[src/hw/rtl/fsc_pkg.sv]
`timescale 1ns / 1ps
// fan speed controller shared types, constants and curve tables
package fsc_pkg;

  localparam int TEMP_W = 8;
  localparam int STOP_W = 7;
  localparam int PWM_W  = 8;
  localparam int BY_W   = 3;
  localparam int CFG_W  = 16;
  localparam int IDX_W  = 3;

  typedef enum logic [2:0] {
    MODE_SILENT = 3'd0, MODE_NORMAL = 3'd1, MODE_AGGR = 3'd2, MODE_AUTO = 3'd3,
    MODE_FULL = 3'd4, MODE_CUSTOM = 3'd5, MODE_PID = 3'd6, MODE_OFF = 3'd7
  } mode_t;

  typedef enum logic [2:0] {
    BY_DISABLED = 3'd0, BY_OVERRIDE = 3'd1, BY_HELD = 3'd2, BY_SAFETY = 3'd3,
    BY_FULL = 3'd4, BY_PID = 3'd5, BY_CURVE = 3'd6
  } by_t;

  localparam logic [IDX_W-1:0] REG_MODE   = 3'd0;
  localparam logic [IDX_W-1:0] REG_TARGET = 3'd1;
  localparam logic [IDX_W-1:0] REG_GP     = 3'd2;
  localparam logic [IDX_W-1:0] REG_GI     = 3'd3;
  localparam logic [IDX_W-1:0] REG_GD     = 3'd4;
  localparam logic [IDX_W-1:0] REG_CTEMP  = 3'd5;
  localparam logic [IDX_W-1:0] REG_CPWM   = 3'd6;

  localparam logic [7:0] PWM_MAX     = 8'd255;
  localparam int         SAFE_MARGIN = 3;

  function automatic logic [7:0] normal_lut(input logic [5:0] k);
    logic [7:0] v;
    case (k)
      6'd0: v = 8'd60;   6'd1: v = 8'd61;   6'd2: v = 8'd63;   6'd3: v = 8'd66;
      6'd4: v = 8'd68;   6'd5: v = 8'd71;   6'd6: v = 8'd74;   6'd7: v = 8'd77;
      6'd8: v = 8'd80;   6'd9: v = 8'd83;   6'd10: v = 8'd86;  6'd11: v = 8'd89;
      6'd12: v = 8'd92;  6'd13: v = 8'd96;  6'd14: v = 8'd99;  6'd15: v = 8'd102;
      6'd16: v = 8'd106; 6'd17: v = 8'd109; 6'd18: v = 8'd113; 6'd19: v = 8'd116;
      6'd20: v = 8'd120; 6'd21: v = 8'd124; 6'd22: v = 8'd127; 6'd23: v = 8'd131;
      6'd24: v = 8'd135; 6'd25: v = 8'd139; 6'd26: v = 8'd142; 6'd27: v = 8'd146;
      6'd28: v = 8'd150; 6'd29: v = 8'd154; 6'd30: v = 8'd158; 6'd31: v = 8'd162;
      6'd32: v = 8'd166; 6'd33: v = 8'd170; 6'd34: v = 8'd174; 6'd35: v = 8'd178;
      6'd36: v = 8'd182; 6'd37: v = 8'd186; 6'd38: v = 8'd190; 6'd39: v = 8'd194;
      6'd40: v = 8'd198; 6'd41: v = 8'd203; 6'd42: v = 8'd207; 6'd43: v = 8'd211;
      6'd44: v = 8'd215; 6'd45: v = 8'd220;
      default: v = 8'd220;
    endcase
    return v;
  endfunction

  function automatic logic [7:0] aggr_lut(input logic [5:0] k);
    logic [7:0] v;
    case (k)
      6'd0: v = 8'd80;   6'd1: v = 8'd80;   6'd2: v = 8'd80;   6'd3: v = 8'd81;
      6'd4: v = 8'd82;   6'd5: v = 8'd84;   6'd6: v = 8'd85;   6'd7: v = 8'd87;
      6'd8: v = 8'd89;   6'd9: v = 8'd91;   6'd10: v = 8'd94;  6'd11: v = 8'd97;
      6'd12: v = 8'd100; 6'd13: v = 8'd103; 6'd14: v = 8'd106; 6'd15: v = 8'd109;
      6'd16: v = 8'd113; 6'd17: v = 8'd117; 6'd18: v = 8'd121; 6'd19: v = 8'd125;
      6'd20: v = 8'd130; 6'd21: v = 8'd134; 6'd22: v = 8'd139; 6'd23: v = 8'd144;
      6'd24: v = 8'd149; 6'd25: v = 8'd155; 6'd26: v = 8'd160; 6'd27: v = 8'd166;
      6'd28: v = 8'd172; 6'd29: v = 8'd178; 6'd30: v = 8'd184; 6'd31: v = 8'd190;
      6'd32: v = 8'd197; 6'd33: v = 8'd203; 6'd34: v = 8'd210; 6'd35: v = 8'd217;
      6'd36: v = 8'd224; 6'd37: v = 8'd232; 6'd38: v = 8'd239; 6'd39: v = 8'd247;
      6'd40: v = 8'd255;
      default: v = 8'd255;
    endcase
    return v;
  endfunction

endpackage

[src/hw/rtl/fan_speed_controller.sv]
`timescale 1ns / 1ps
// fan speed controller top level: priority rules, pid and curve sequencer
// sequencing: decisions without arithmetic and table curves go S_DECIDE to S_OUT;
//   pid adds S_MP, S_MI, S_MD and S_PIDEND; silent, auto and custom curves add
//   S_LIN_MUL, S_DIV (16-step restoring divider) and S_DIVEND
// throughput: one transaction at a time; ready drops from accept until the
//   result moves into the output register; a stalled result does not hold back
//   acceptance of the next input, though its result then waits in S_OUT
// reset: synchronous active-low rst_n restores register defaults and clears
//   pid state, last pwm and the output valid
module fan_speed_controller #(
  parameter int INTEGRAL_BITS = 20
) (
  input  logic                      clk,
  input  logic                      rst_n,
  input  logic                      in_tvalid,
  output logic                      in_tready,
  // [7:0] temperature, [14:8] stop_threshold, [15] force_full
  input  logic [15:0]               in_tdata,
  output logic                      out_tvalid,
  input  logic                      out_tready,
  // [7:0] pwm, [10:8] decided_by, rest zero
  output logic [15:0]               out_tdata,
  input  logic                      cfg_we,
  input  logic [fsc_pkg::IDX_W-1:0] cfg_index,
  input  logic [fsc_pkg::CFG_W-1:0] cfg_data
);
  import fsc_pkg::*;

  localparam int IB  = INTEGRAL_BITS;
  localparam int MW  = IB + 18;         // product width (signed operand x 17-bit gain)
  localparam int AW  = MW + 2;          // accumulator width for three terms

  typedef enum logic [3:0] {
    S_IDLE, S_DECIDE, S_MP, S_MI, S_MD, S_PIDEND, S_LIN_MUL, S_DIV, S_DIVEND, S_OUT
  } state_t;

  state_t state_r;

  // configuration registers
  logic [2:0]  mode_r;
  logic [6:0]  target_r;
  logic [15:0] gp_r, gi_r, gd_r, ctemp_r, cpwm_r;

  // controller state
  logic [7:0]           last_pwm_r;
  logic signed [IB-1:0] isum_r;
  logic signed [8:0]    prev_err_r;
  logic                 primed_r;

  // transaction being worked
  logic signed [7:0] temp_r;
  logic [6:0]        stop_r;
  logic              force_r;

  // pid working registers
  logic signed [8:0]    err_r;
  logic signed [IB-1:0] inew_r;
  logic signed [AW-1:0] acc_r;

  // linear curve working registers
  logic [7:0]  pmin_r;
  logic [15:0] num_r;   // (t-tmin)*(pmax-pmin), divided in place
  logic [15:0] rem_r;
  logic [8:0]  den_r;
  logic [4:0]  cnt_r;

  // output
  logic        ovalid_r;
  logic [7:0]  opwm_r;
  logic [2:0]  oby_r;
  logic [7:0]  res_pwm_r;
  logic [2:0]  res_by_r;

  // the output register parts the two sides, so input only waits on the sequencer
  assign in_tready  = (state_r == S_IDLE);
  assign out_tvalid = ovalid_r;
  assign out_tdata  = {5'd0, oby_r, opwm_r};

  // shared multiplier: signed operand times unsigned 16-bit gain
  logic signed [IB-1:0] mul_a;
  logic        [15:0]   mul_b;
  logic signed [MW-1:0] mul_p;
  assign mul_p = MW'(mul_a) * $signed({1'b0, mul_b});

  // priority decision
  logic signed [8:0] t9, stop_m;
  assign t9     = 9'(temp_r);
  assign stop_m = $signed({2'b0, stop_r}) - 9'(SAFE_MARGIN);

  // pid terms
  logic signed [8:0]    err_c;
  logic signed [IB:0]   isum_raw;
  logic signed [IB-1:0] isum_sat;
  logic signed [IB-1:0] imax, imin;
  assign err_c    = t9 - $signed({2'b0, target_r});
  assign isum_raw = (IB+1)'(isum_r) + (IB+1)'(err_r);
  assign imax     = {1'b0, {(IB-1){1'b1}}};
  assign imin     = {1'b1, {(IB-1){1'b0}}};
  always_comb begin
    if (isum_raw > (IB+1)'(imax))      isum_sat = imax;
    else if (isum_raw < (IB+1)'(imin)) isum_sat = imin;
    else                               isum_sat = isum_raw[IB-1:0];
  end

  // curve parameters for the current mode
  logic [7:0] c_tmin, c_tmax, c_pmin, c_pmax, t_cl;
  logic [5:0] k_idx;
  always_comb begin
    c_tmin = 8'd25; c_tmax = 8'd70; c_pmin = 8'd50; c_pmax = 8'd200;
    case (mode_r)
      MODE_SILENT: begin c_tmax = 8'd50; c_pmin = 8'd30; c_pmax = 8'd120; end
      MODE_CUSTOM: begin
        c_tmin = ctemp_r[7:0];
        c_tmax = (ctemp_r[15:8] <= ctemp_r[7:0]) ? ctemp_r[7:0] + 8'd1 : ctemp_r[15:8];
        c_pmin = cpwm_r[7:0];
        c_pmax = (cpwm_r[15:8] < cpwm_r[7:0]) ? cpwm_r[7:0] : cpwm_r[15:8];
      end
      MODE_AGGR:   c_tmax = 8'd65;
      default: ;
    endcase
  end
  // tmin may be 255 so tmax may be 256 in the custom case
  logic [8:0] tmax9;
  assign tmax9 = (mode_r == MODE_CUSTOM && ctemp_r[15:8] <= ctemp_r[7:0])
                 ? {1'b0, ctemp_r[7:0]} + 9'd1 : {1'b0, c_tmax};
  logic signed [9:0] tcl10;
  always_comb begin
    if (temp_r[7] || {1'b0, temp_r} < {1'b0, c_tmin}) tcl10 = $signed({2'b0, c_tmin});
    else if ({1'b0, temp_r} > tmax9)                    tcl10 = $signed({1'b0, tmax9});
    else                                                tcl10 = $signed({2'b0, temp_r});
  end
  assign t_cl  = tcl10[7:0];
  assign k_idx = 6'(t_cl - 8'd25);

  // silent: m = 50 - t; uses num = 90*(625-m*m), den 625 handled by divider
  logic [5:0]  sil_m;
  logic [15:0] lin_num;
  assign sil_m = 6'(8'd50 - t_cl);
  always_comb begin
    if (mode_r == MODE_SILENT)
      lin_num = 16'(16'd90 * (16'd625 - 16'(sil_m) * 16'(sil_m)));
    else
      lin_num = 16'(9'(tcl10[8:0] - 9'(c_tmin))) * 16'(c_pmax - c_pmin);
  end

  // divider step
  logic [16:0] rem_sh;
  assign rem_sh = {rem_r, num_r[15]};

  always_comb begin
    mul_a = IB'(err_r);
    mul_b = gp_r;
    case (state_r)
      S_MI: begin mul_a = isum_sat; mul_b = gi_r; end
      S_MD: begin mul_a = IB'(err_r) - IB'(prev_err_r); mul_b = gd_r; end
      default: ;
    endcase
  end

  always_ff @(posedge clk) begin
    if (!rst_n) begin
      state_r    <= S_IDLE;
      mode_r     <= MODE_AUTO;
      target_r   <= 7'd55;
      gp_r       <= 16'd8192;
      gi_r       <= 16'd614;
      gd_r       <= 16'd1536;
      ctemp_r    <= 16'd17945;
      cpwm_r     <= 16'd51200;
      last_pwm_r <= 8'd0;
      isum_r     <= '0;
      prev_err_r <= '0;
      primed_r   <= 1'b0;
      ovalid_r   <= 1'b0;
    end else begin
      if (ovalid_r && out_tready) ovalid_r <= 1'b0;

      if (cfg_we) begin
        case (cfg_index)
          REG_MODE: begin
            mode_r   <= cfg_data[2:0];
            primed_r <= 1'b0;
            if (cfg_data[2:0] == MODE_PID) begin
              isum_r <= '0; prev_err_r <= '0;
            end else if (cfg_data[2:0] == MODE_FULL) last_pwm_r <= PWM_MAX;
            else if (cfg_data[2:0] == MODE_OFF)     last_pwm_r <= 8'd0;
          end
          REG_TARGET: target_r <= cfg_data[6:0];
          REG_GP:     gp_r     <= cfg_data;
          REG_GI:     gi_r     <= cfg_data;
          REG_GD:     gd_r     <= cfg_data;
          REG_CTEMP:  ctemp_r  <= cfg_data;
          REG_CPWM:   cpwm_r   <= cfg_data;
          default: ;
        endcase
      end

      case (state_r)
        S_IDLE: if (in_tvalid && in_tready) begin
          temp_r  <= $signed(in_tdata[7:0]);
          stop_r  <= in_tdata[14:8];
          force_r <= in_tdata[15];
          state_r <= S_DECIDE;
        end
        S_DECIDE: begin
          state_r <= S_OUT;
          if (mode_r == MODE_OFF) begin
            res_pwm_r <= 8'd0; res_by_r <= BY_DISABLED;
          end else if (force_r) begin
            res_pwm_r <= PWM_MAX; res_by_r <= BY_OVERRIDE;
          end else if (temp_r == -8'sd1) begin
            res_pwm_r <= last_pwm_r; res_by_r <= BY_HELD;
          end else if (stop_r != 7'd0 && t9 >= stop_m) begin
            res_pwm_r <= PWM_MAX; res_by_r <= BY_SAFETY;
          end else if (mode_r == MODE_FULL) begin
            res_pwm_r <= PWM_MAX; res_by_r <= BY_FULL;
          end else if (mode_r == MODE_PID) begin
            res_by_r <= BY_PID;
            err_r    <= err_c;
            if (!primed_r) begin
              prev_err_r <= err_c; primed_r <= 1'b1;
            end
            state_r <= S_MP;
          end else begin
            res_by_r <= BY_CURVE;
            if (mode_r == MODE_NORMAL) res_pwm_r <= normal_lut(k_idx);
            else if (mode_r == MODE_AGGR) res_pwm_r <= aggr_lut(k_idx);
            else state_r <= S_LIN_MUL;
          end
        end
        S_MP: begin acc_r <= AW'(mul_p); state_r <= S_MI; end
        S_MI: begin
          acc_r <= acc_r + AW'(mul_p); inew_r <= isum_sat; state_r <= S_MD;
        end
        S_MD: begin acc_r <= acc_r + AW'(mul_p); state_r <= S_PIDEND; end
        S_PIDEND: begin
          if (acc_r > AW'(255 * 1024)) res_pwm_r <= PWM_MAX;
          else if (acc_r < 0)         res_pwm_r <= 8'd0;
          else begin
            res_pwm_r <= 8'((acc_r + AW'(512)) >>> 10);
            isum_r    <= inew_r;
          end
          prev_err_r <= err_r;
          state_r    <= S_OUT;
        end
        S_LIN_MUL: begin
          pmin_r  <= c_pmin;
          num_r   <= lin_num;
          den_r   <= (mode_r == MODE_SILENT) ? 9'd0 : 9'(tmax9 - 9'(c_tmin));
          rem_r   <= '0;
          cnt_r   <= 5'd16;
          state_r <= S_DIV;
        end
        S_DIV: begin
          // silent divides by 625, held apart since it exceeds 9 bits
          if (mode_r == MODE_SILENT) begin
            if (rem_sh >= 17'd625) begin
              rem_r <= 16'(rem_sh - 17'd625); num_r <= {num_r[14:0], 1'b1};
            end else begin
              rem_r <= rem_sh[15:0]; num_r <= {num_r[14:0], 1'b0};
            end
          end else if (rem_sh >= 17'(den_r)) begin
            rem_r <= 16'(rem_sh - 17'(den_r)); num_r <= {num_r[14:0], 1'b1};
          end else begin
            rem_r <= rem_sh[15:0]; num_r <= {num_r[14:0], 1'b0};
          end
          cnt_r <= cnt_r - 5'd1;
          if (cnt_r == 5'd1) state_r <= S_DIVEND;
        end
        S_DIVEND: begin res_pwm_r <= 8'(pmin_r + num_r[7:0]); state_r <= S_OUT; end
        S_OUT: if (!ovalid_r) begin
          opwm_r   <= res_pwm_r;
          oby_r    <= res_by_r;
          ovalid_r <= 1'b1;
          if (res_by_r != BY_HELD) last_pwm_r <= res_pwm_r;
          state_r  <= S_IDLE;
        end
        default: state_r <= S_IDLE;
      endcase
    end
  end

  // a held result repeats the last pwm
  assert property (@(posedge clk) disable iff (!rst_n)
    (state_r == S_OUT && !ovalid_r && res_by_r == BY_HELD) |=> opwm_r == last_pwm_r)
    else $error("held pwm mismatch");
  // disabled results always carry zero pwm
  assert property (@(posedge clk) disable iff (!rst_n)
    (ovalid_r && oby_r == BY_DISABLED) |-> opwm_r == 8'd0)
    else $error("disabled pwm nonzero");
  // no new input while a transaction is in flight
  assert property (@(posedge clk) disable iff (!rst_n)
    (state_r != S_IDLE) |-> !in_tready)
    else $error("ready while busy");
endmodule
[config.mk]
export PLATFORM = sky130hd
export DESIGN_NAME = fan_speed_controller
export DESIGN_NICKNAME = d
export VERILOG_FILES = /design/src/hw/rtl/fsc_pkg.sv /design/src/hw/rtl/fan_speed_controller.sv
export SDC_FILE = /design/constraint.sdc
export NUM_CORES = 2
export LEC_CHECK = 0
export BUFFER_PORTS_ARGS = -buffer_cell sky130_fd_sc_hd__buf_4
export CAP_MARGIN = 20
export CORE_ASPECT_RATIO = 0.9
export CORE_MARGIN = 4
export CORE_UTILIZATION = 35
export DETAILED_ROUTE_END_ITERATION = 16
export MAX_ROUTING_LAYER = met4
export PLACE_DENSITY_LB_ADDON = 0.08
export SETUP_SLACK_MARGIN = 0.2
export SLEW_MARGIN = 0
export SYNTH_ARGS = -nofsm -noshare
export SYNTH_HDL_FRONTEND = slang
export SYNTH_SLANG_ARGS = --single-unit
[constraint.sdc]
create_clock -name clk -period 34.2 [get_ports clk]
set_input_delay 3.42 -clock clk [delete_from_list [all_inputs] [get_ports clk]]
set_output_delay 3.42 -clock clk [all_outputs]
set_load 0.01 [all_outputs]
-- Word level (Yosys, flattened, before mapping)
Memory sizes are Yosys's and may differ from the RTL's.
Index checks and enable logic that the tools add are counted.
- output and inout bits: 18
- register bits after elaboration: 294
- memories: 2
- bits in read-only memories: 1024
- logic and storage cells: 226
- bits in latches: 0
- input port bits: 40
- bits in writable memories: 0
- memory list (memory ; depth ; bits a word ; read ports ; clocked after Yosys merged registers in ; write ports ; RTL line ; text):
    (name not given) ; 64 ; 8 ; 1 ; 0 ; 0 ; fsc_pkg.sv:35 ; case (k)
    (name not given) ; 64 ; 8 ; 1 ; 0 ; 0 ; fsc_pkg.sv:55 ; case (k)
- $mul: 4
- equality and inequality tests: 32
- muxes and demuxes: 90
- $lt $le $gt $ge: 11
- shift-type cells: 0
- divide/modulo/power cells: 0
- reductions and logical operators: 33
- add/subtract/negate cells: 18
- bitwise logic cells: 6
- operator list (kind ; number):
    8-bit two-way mux ; 21
    20-bit two-way mux ; 8
    9-bit two-way mux ; 13
    16-bit case mux with 2 select lines ; 3
    40-bit case mux with 2 select lines ; 1
    16-bit two-way mux ; 4
    8-bit case mux with 3 select lines ; 2
    4-bit two-way mux ; 11
    40-bit by 37-bit adder with 40-bit output ; 1
    40-bit by 19-bit > comparator with 1-bit output, second input constant ; 1
    40-bit by 1-bit less-than comparator with 1-bit output, second input constant ; 1
    20-bit case mux with 2 select lines ; 1
    20-bit by 17-bit multiplier with 37-bit output ; 1
    4-bit case mux with 9 select lines ; 1
    8-bit case mux with 2 select lines ; 2
    3-bit equality test, second input constant ; 10
    2-bit AND reduction ; 12
    20-bit by 9-bit adder with 21-bit output ; 1
    21-bit by 20-bit > comparator with 1-bit output, second input constant ; 1
    21-bit by 20-bit less-than comparator with 1-bit output, second input constant ; 1
    18-bit by 11-bit adder with 18-bit output, second input constant ; 1
    9-bit case mux with 2 select lines ; 1
    8-bit by 8-bit subtractor with 9-bit output ; 2
    9-bit by 8-bit subtractor with 9-bit output ; 2
    other kinds (49) ; 92

-- Logic depth before layout (Yosys ltp)
An unclocked memory read counts as a cell.
- depth in word-level cells: 18
- gate-level depth with buffers: 55
- gate-level depth less buffers: 51

-- Worst setup path after synthesis
OpenSTA, ideal clock, no wires.
- path type: reg-to-reg
- start point: register err_r[1]
- end point: register acc_r[38], data pin
- path slack: 23.185 ns
- data required time: 33.940 ns
- clock period less this slack: 11.015 ns
- path buffers: 1
- cell stages (with the launch flop): 45
- data arrival time: 10.755 ns
- setup time: 0.260 ns
- cells stage by stage: edfxtp_1 -> ha_1 -> a21o_1 -> a21oi_1 -> o21ai_0 -> a21oi_1 -> o21ai_0 -> a21oi_1 -> o311a_1 -> or2_2 -> xnor2_1 -> maj3_1 -> a21oi_1 -> clkbuf_1 -> nor2_1 -> fa_1 -> inv_1 -> fa_1 -> [... 9 more ...] -> and3_1 -> a221oi_1 -> o22ai_1 -> o2111ai_1 -> o21ai_0 -> xor2_1 -> ha_1 -> a21o_1 -> a21o_1 -> a21oi_1 -> o21ai_0 -> a21o_1 -> a221o_1 -> a21oi_1 -> o21ai_0 -> a221oi_1 -> xnor2_1 -> mux2_2
- longest elaborated chain between the ends: 8
- elaborated cells between the ends (all ways): 10
- those cells by class: add/sub (3); mul (1); order compare (2); mux (4)
- ends and longest elaborated chain (item ; RTL line ; text):
    from (decl) ; fan_speed_controller.sv:57 ; logic signed [8:0] err_r;
    from (signal assigned) ; fan_speed_controller.sv:220 ; err_r <= err_c;
    20-bit by 9-bit adder with 21-bit output * ; fan_speed_controller.sv:97 ; assign isum_raw = (IB+1)'(isum_r) + (IB+1)'(err_r);
    21-bit by 20-bit less-than comparator with 1-bit output ; fan_speed_controller.sv:102 ; else if (isum_raw < (IB+1)'(imin)) isum_sat = imin;
    20-bit two-way mux ; fan_speed_controller.sv:102 ;
    20-bit two-way mux * ; fan_speed_controller.sv:101 ; if (isum_raw > (IB+1)'(imax)) isum_sat = imax;
    via isum_sat[7] ; fan_speed_controller.sv:94 ; logic signed [IB-1:0] isum_sat;
    20-bit case mux with 2 select lines * ; fan_speed_controller.sv:154 ; case (state_r)
    20-bit by 17-bit multiplier with 37-bit output * ; fan_speed_controller.sv:84 ; assign mul_p = MW'(mul_a) * $signed({1'b0, mul_b});
    40-bit by 37-bit adder with 40-bit output ; fan_speed_controller.sv:234, fan_speed_controller.sv:236 ;
    40-bit case mux with 2 select lines * ; fan_speed_controller.sv:199 ; case (state_r)
    to (signal assigned) ; fan_speed_controller.sv:232 ; S_MP: begin acc_r <= AW'(mul_p); state_r <= S_MI; end
    to (signal assigned) ; fan_speed_controller.sv:234 ; acc_r <= acc_r + AW'(mul_p); inew_r <= isum_sat; state_r <= S_MD;
    to (signal assigned) ; fan_speed_controller.sv:236 ; S_MD: begin acc_r <= acc_r + AW'(mul_p); state_r <= S_PIDEND; end
    to (decl) ; fan_speed_controller.sv:59 ; logic signed [AW-1:0] acc_r;
The timed path passes the listed nets; every way through them passes the cells marked *.
A chain may end at the register's enable or synchronous reset.

-- Worst setup path in the final report
- start point: register err_r[0]
- end point: register acc_r[38], data pin
- longest elaborated chain between the ends: 8
- elaborated cells between the ends (all ways): 10
- those cells by class: add/sub (3); mul (1); order compare (2); mux (4)
- ends and longest elaborated chain (item ; RTL line):
    20-bit by 9-bit adder with 21-bit output ; fan_speed_controller.sv:97
    21-bit by 20-bit less-than comparator with 1-bit output ; fan_speed_controller.sv:102
    20-bit two-way mux ; fan_speed_controller.sv:102
    20-bit two-way mux ; fan_speed_controller.sv:101
    20-bit case mux with 2 select lines * ; fan_speed_controller.sv:154
    20-bit by 17-bit multiplier with 37-bit output * ; fan_speed_controller.sv:84
    40-bit by 37-bit adder with 40-bit output ; fan_speed_controller.sv:234, fan_speed_controller.sv:236
    40-bit case mux with 2 select lines * ; fan_speed_controller.sv:199
Every way passes the cells marked *; elsewhere a longest branch is shown, timed or not.

==> reports/metrics.yaml <==
whs_ps: 441.4
crit_top_cell: "fa_1"
relSlewSlack_pct: 25.50
cts_resized: 0
routed_wirelength_um: 115600
core-area_mm2: 0.1044
start_util_pct: 35.51
place_hpwl_um: 91770
tightest_slew_ps: 1109
num-nets-final: 5135
mostFrequentLayoutCells: "inv_1, nand2_1, fa_1, nor2_1, ha_1"
seqCellArea_mm2: 0.007497
ant_nets: 0
synth_edf_count: 161
clock_sinks: 294
detail_route.wl_per_cell_um: 20.14
hp-class: "flop to flop"
dp.cells: 5660
crit_fanout: 20
die-width_um: 351.1
clock_latency_ps: 610
vias_per_cell: 5.157
syn_inst: 4331
grt_remaining_overflow: 0
multiInputGateArea_mm2: 0.02632
route.detailed.drc: 0
status: "complete, no violations"
start_kind: "flop"
io_pins: 58
grt_usage_pct: 21.66
grt_first_pass_wirelength_um: 181000
skew_ps: 29.78
async_flop_share_pct: 0
drt_iter0_markers: 2502
die_y_um: 316.8
dr_total_vias: 29590
layout-drive-gt1-share_pct: 6.204
rows: 112
cap_violations: 0
drt_pre_antenna_iters: 5
crit_arrival_ps: 13100
rrSetupSlack_ps: 21440
cp.required_ps: 34530
instances_no_fill: 5738
numCtsBuffers: 42
grt_max_degree: 68
synth_cell_types: 113
stdcell_area_mm2: 0.04027
ys_seq_elements: 294
ctsLongestPathBuffers: 3
setup-violations-final: 0
syn-cell-area_mm2: 0.03707
period_needed_ps: 12760
cts-root-buf: "clkbuf_16"
min_from: "res_pwm_r[1]$_DFFE_PP_"
n_fill_cell: 10780
finalMaxSlewViolations: 0
fin_crit_sh_pct: 37.32
yosysTopAreaCell: "fa_1"
io_buffer_count: 52
grt_pass1_vias: 29350
seq_area_frac_synth_pct: 20.22
clock.fmax_mhz: 78.34
synth_area_per_cell_um2: 8.560
place_area_mm2: 0.03892
clk_pin_slew_ps: 60
grt_setup_unrepaired: "no"
cts_setup_buffers: 0
critical_path_class: "flop to flop"
crit_path_end_kind: "flop"
synth.top_cell.area_share_pct: 21.71
hold_violations: 0
slowest_stage: "a21boi_1"
place.gp.congestion: 0.8862
cts_hold_buf: 0
htree_levels: 2
tns_ps: 0
startpoint: "err_r[0]$_DFFE_PP_"
syn2layout_area_growth_pct: 8.616
final_common_cell: "inv_1"
yosys_warnings: 0
antenna_found_initial: 2
synth_flop_cell: "edfxtp_1"
rr_startpoint: "err_r[0]$_DFFE_PP_"
critPathMaxStageDelay_ps: 820
cts_tree: "yes"
synth_area_leaders: "fa_1, edfxtp_1, ha_1, dfxtp_1, inv_1"
dieArea_mm2: 0.1112
[sequential cells by signal, summed over array words and instances (netlist names), 16 cells and up]
name and flops:
gi_r 16, acc_r 40, cpwm_r 16, num_r 16
gp_r 16, ctemp_r 16, isum_r 20, rem_r 16
gd_r 16, inew_r 20
[critical path: cells and delay by family, from the launching register on]
kind / cells / cell delay [ps]
buffers and inverters: 7 / 740
xor gates and xnor gates: 2 / 400
AOI/OAI and AO/OA: 21 / 5640
DFF: 1 / 470
and+or+nand+nor: 6 / 750
adders and majority gates: 10 / 4250
muxes: 1 / 260
[stage by stage]
step	util, %	setup slack, ps
2_1_floorplan	-	23180
3_3_place_gp	37.28	21520
3_5_place_dp	37.28	21470
4_1_cts	38.57	21410
5_1_grt	38.57	20310
6_report	38.57	21440
[Yosys cell counts (all sizes together), types with 30 or more instances]
cell type	count
a21o	84
nor3	61
edfxtp	161
nor2	395
xor2	57
xnor2	146
clkbuf	127
a21oi	307
a31oi	36
o21ai	175
inv	674
dfxtp	133
nand3	85
ha	357
and3	32
nand2	543
nand2b	48
fa	402
o21bai	30
and2	41
[worst paths after layout]
kind,to,cells past startpoint
worst min register to register,opwm_r[1]$_DFFE_PP_,0
worst max register to register,acc_r[38]$_DFFE_PP_,47
worst min-delay path,opwm_r[1]$_DFFE_PP_,0
worst max-delay path,acc_r[38]$_DFFE_PP_,47
[kinds of logic (layout without fill, tap and decap cells)]
group / count (synthesis) / in the layout / share of synthesized area (%)
flops: 294 / 294 / 20.22
fa+ha+maj: 762 / 762 / 33.84
buf+inv: 832 / 865 / 8.981
mux: 28 / 28 / 0.7830
simple gates: 1353 / 1353 / 16.42
compound gates: 857 / 857 / 14.79
xor+xnor: 204 / 204 / 4.951
other cells: 1 / 7 / 0.01012
[per-layer routing]
layer / routed length [µm] / vias to the layer above / part of all wire [%] / global-route usage [%]
li1: - / 14330 / - / -
met1: 61020 / 14450 / 53 / 33.81
met2: 45660 / 721 / 39 / 29.11
met3: 7338 / 83 / 6.3 / 3.829
met4: 1575 / 0 / 1.4 / 3.841
met5: 0 / - / 0 / -
[area by class of cell]
cell class                      instances  share of cell area, %
Clock inverter                         15                 0.3542
Inverter                              676                  6.311
Sequential cell                       294                  18.62
Tap cell                             1368                  4.251
Antenna cell                            2                0.01243
Timing Repair Buffer                  113                  2.107
Clock buffer                           61                  2.989
Multi-Input combinational cell       3209                  65.36
Power is left out: the tool's default activity adds up to more than one toggle a clock period on the data nets, which glitch-free logic cannot reach.
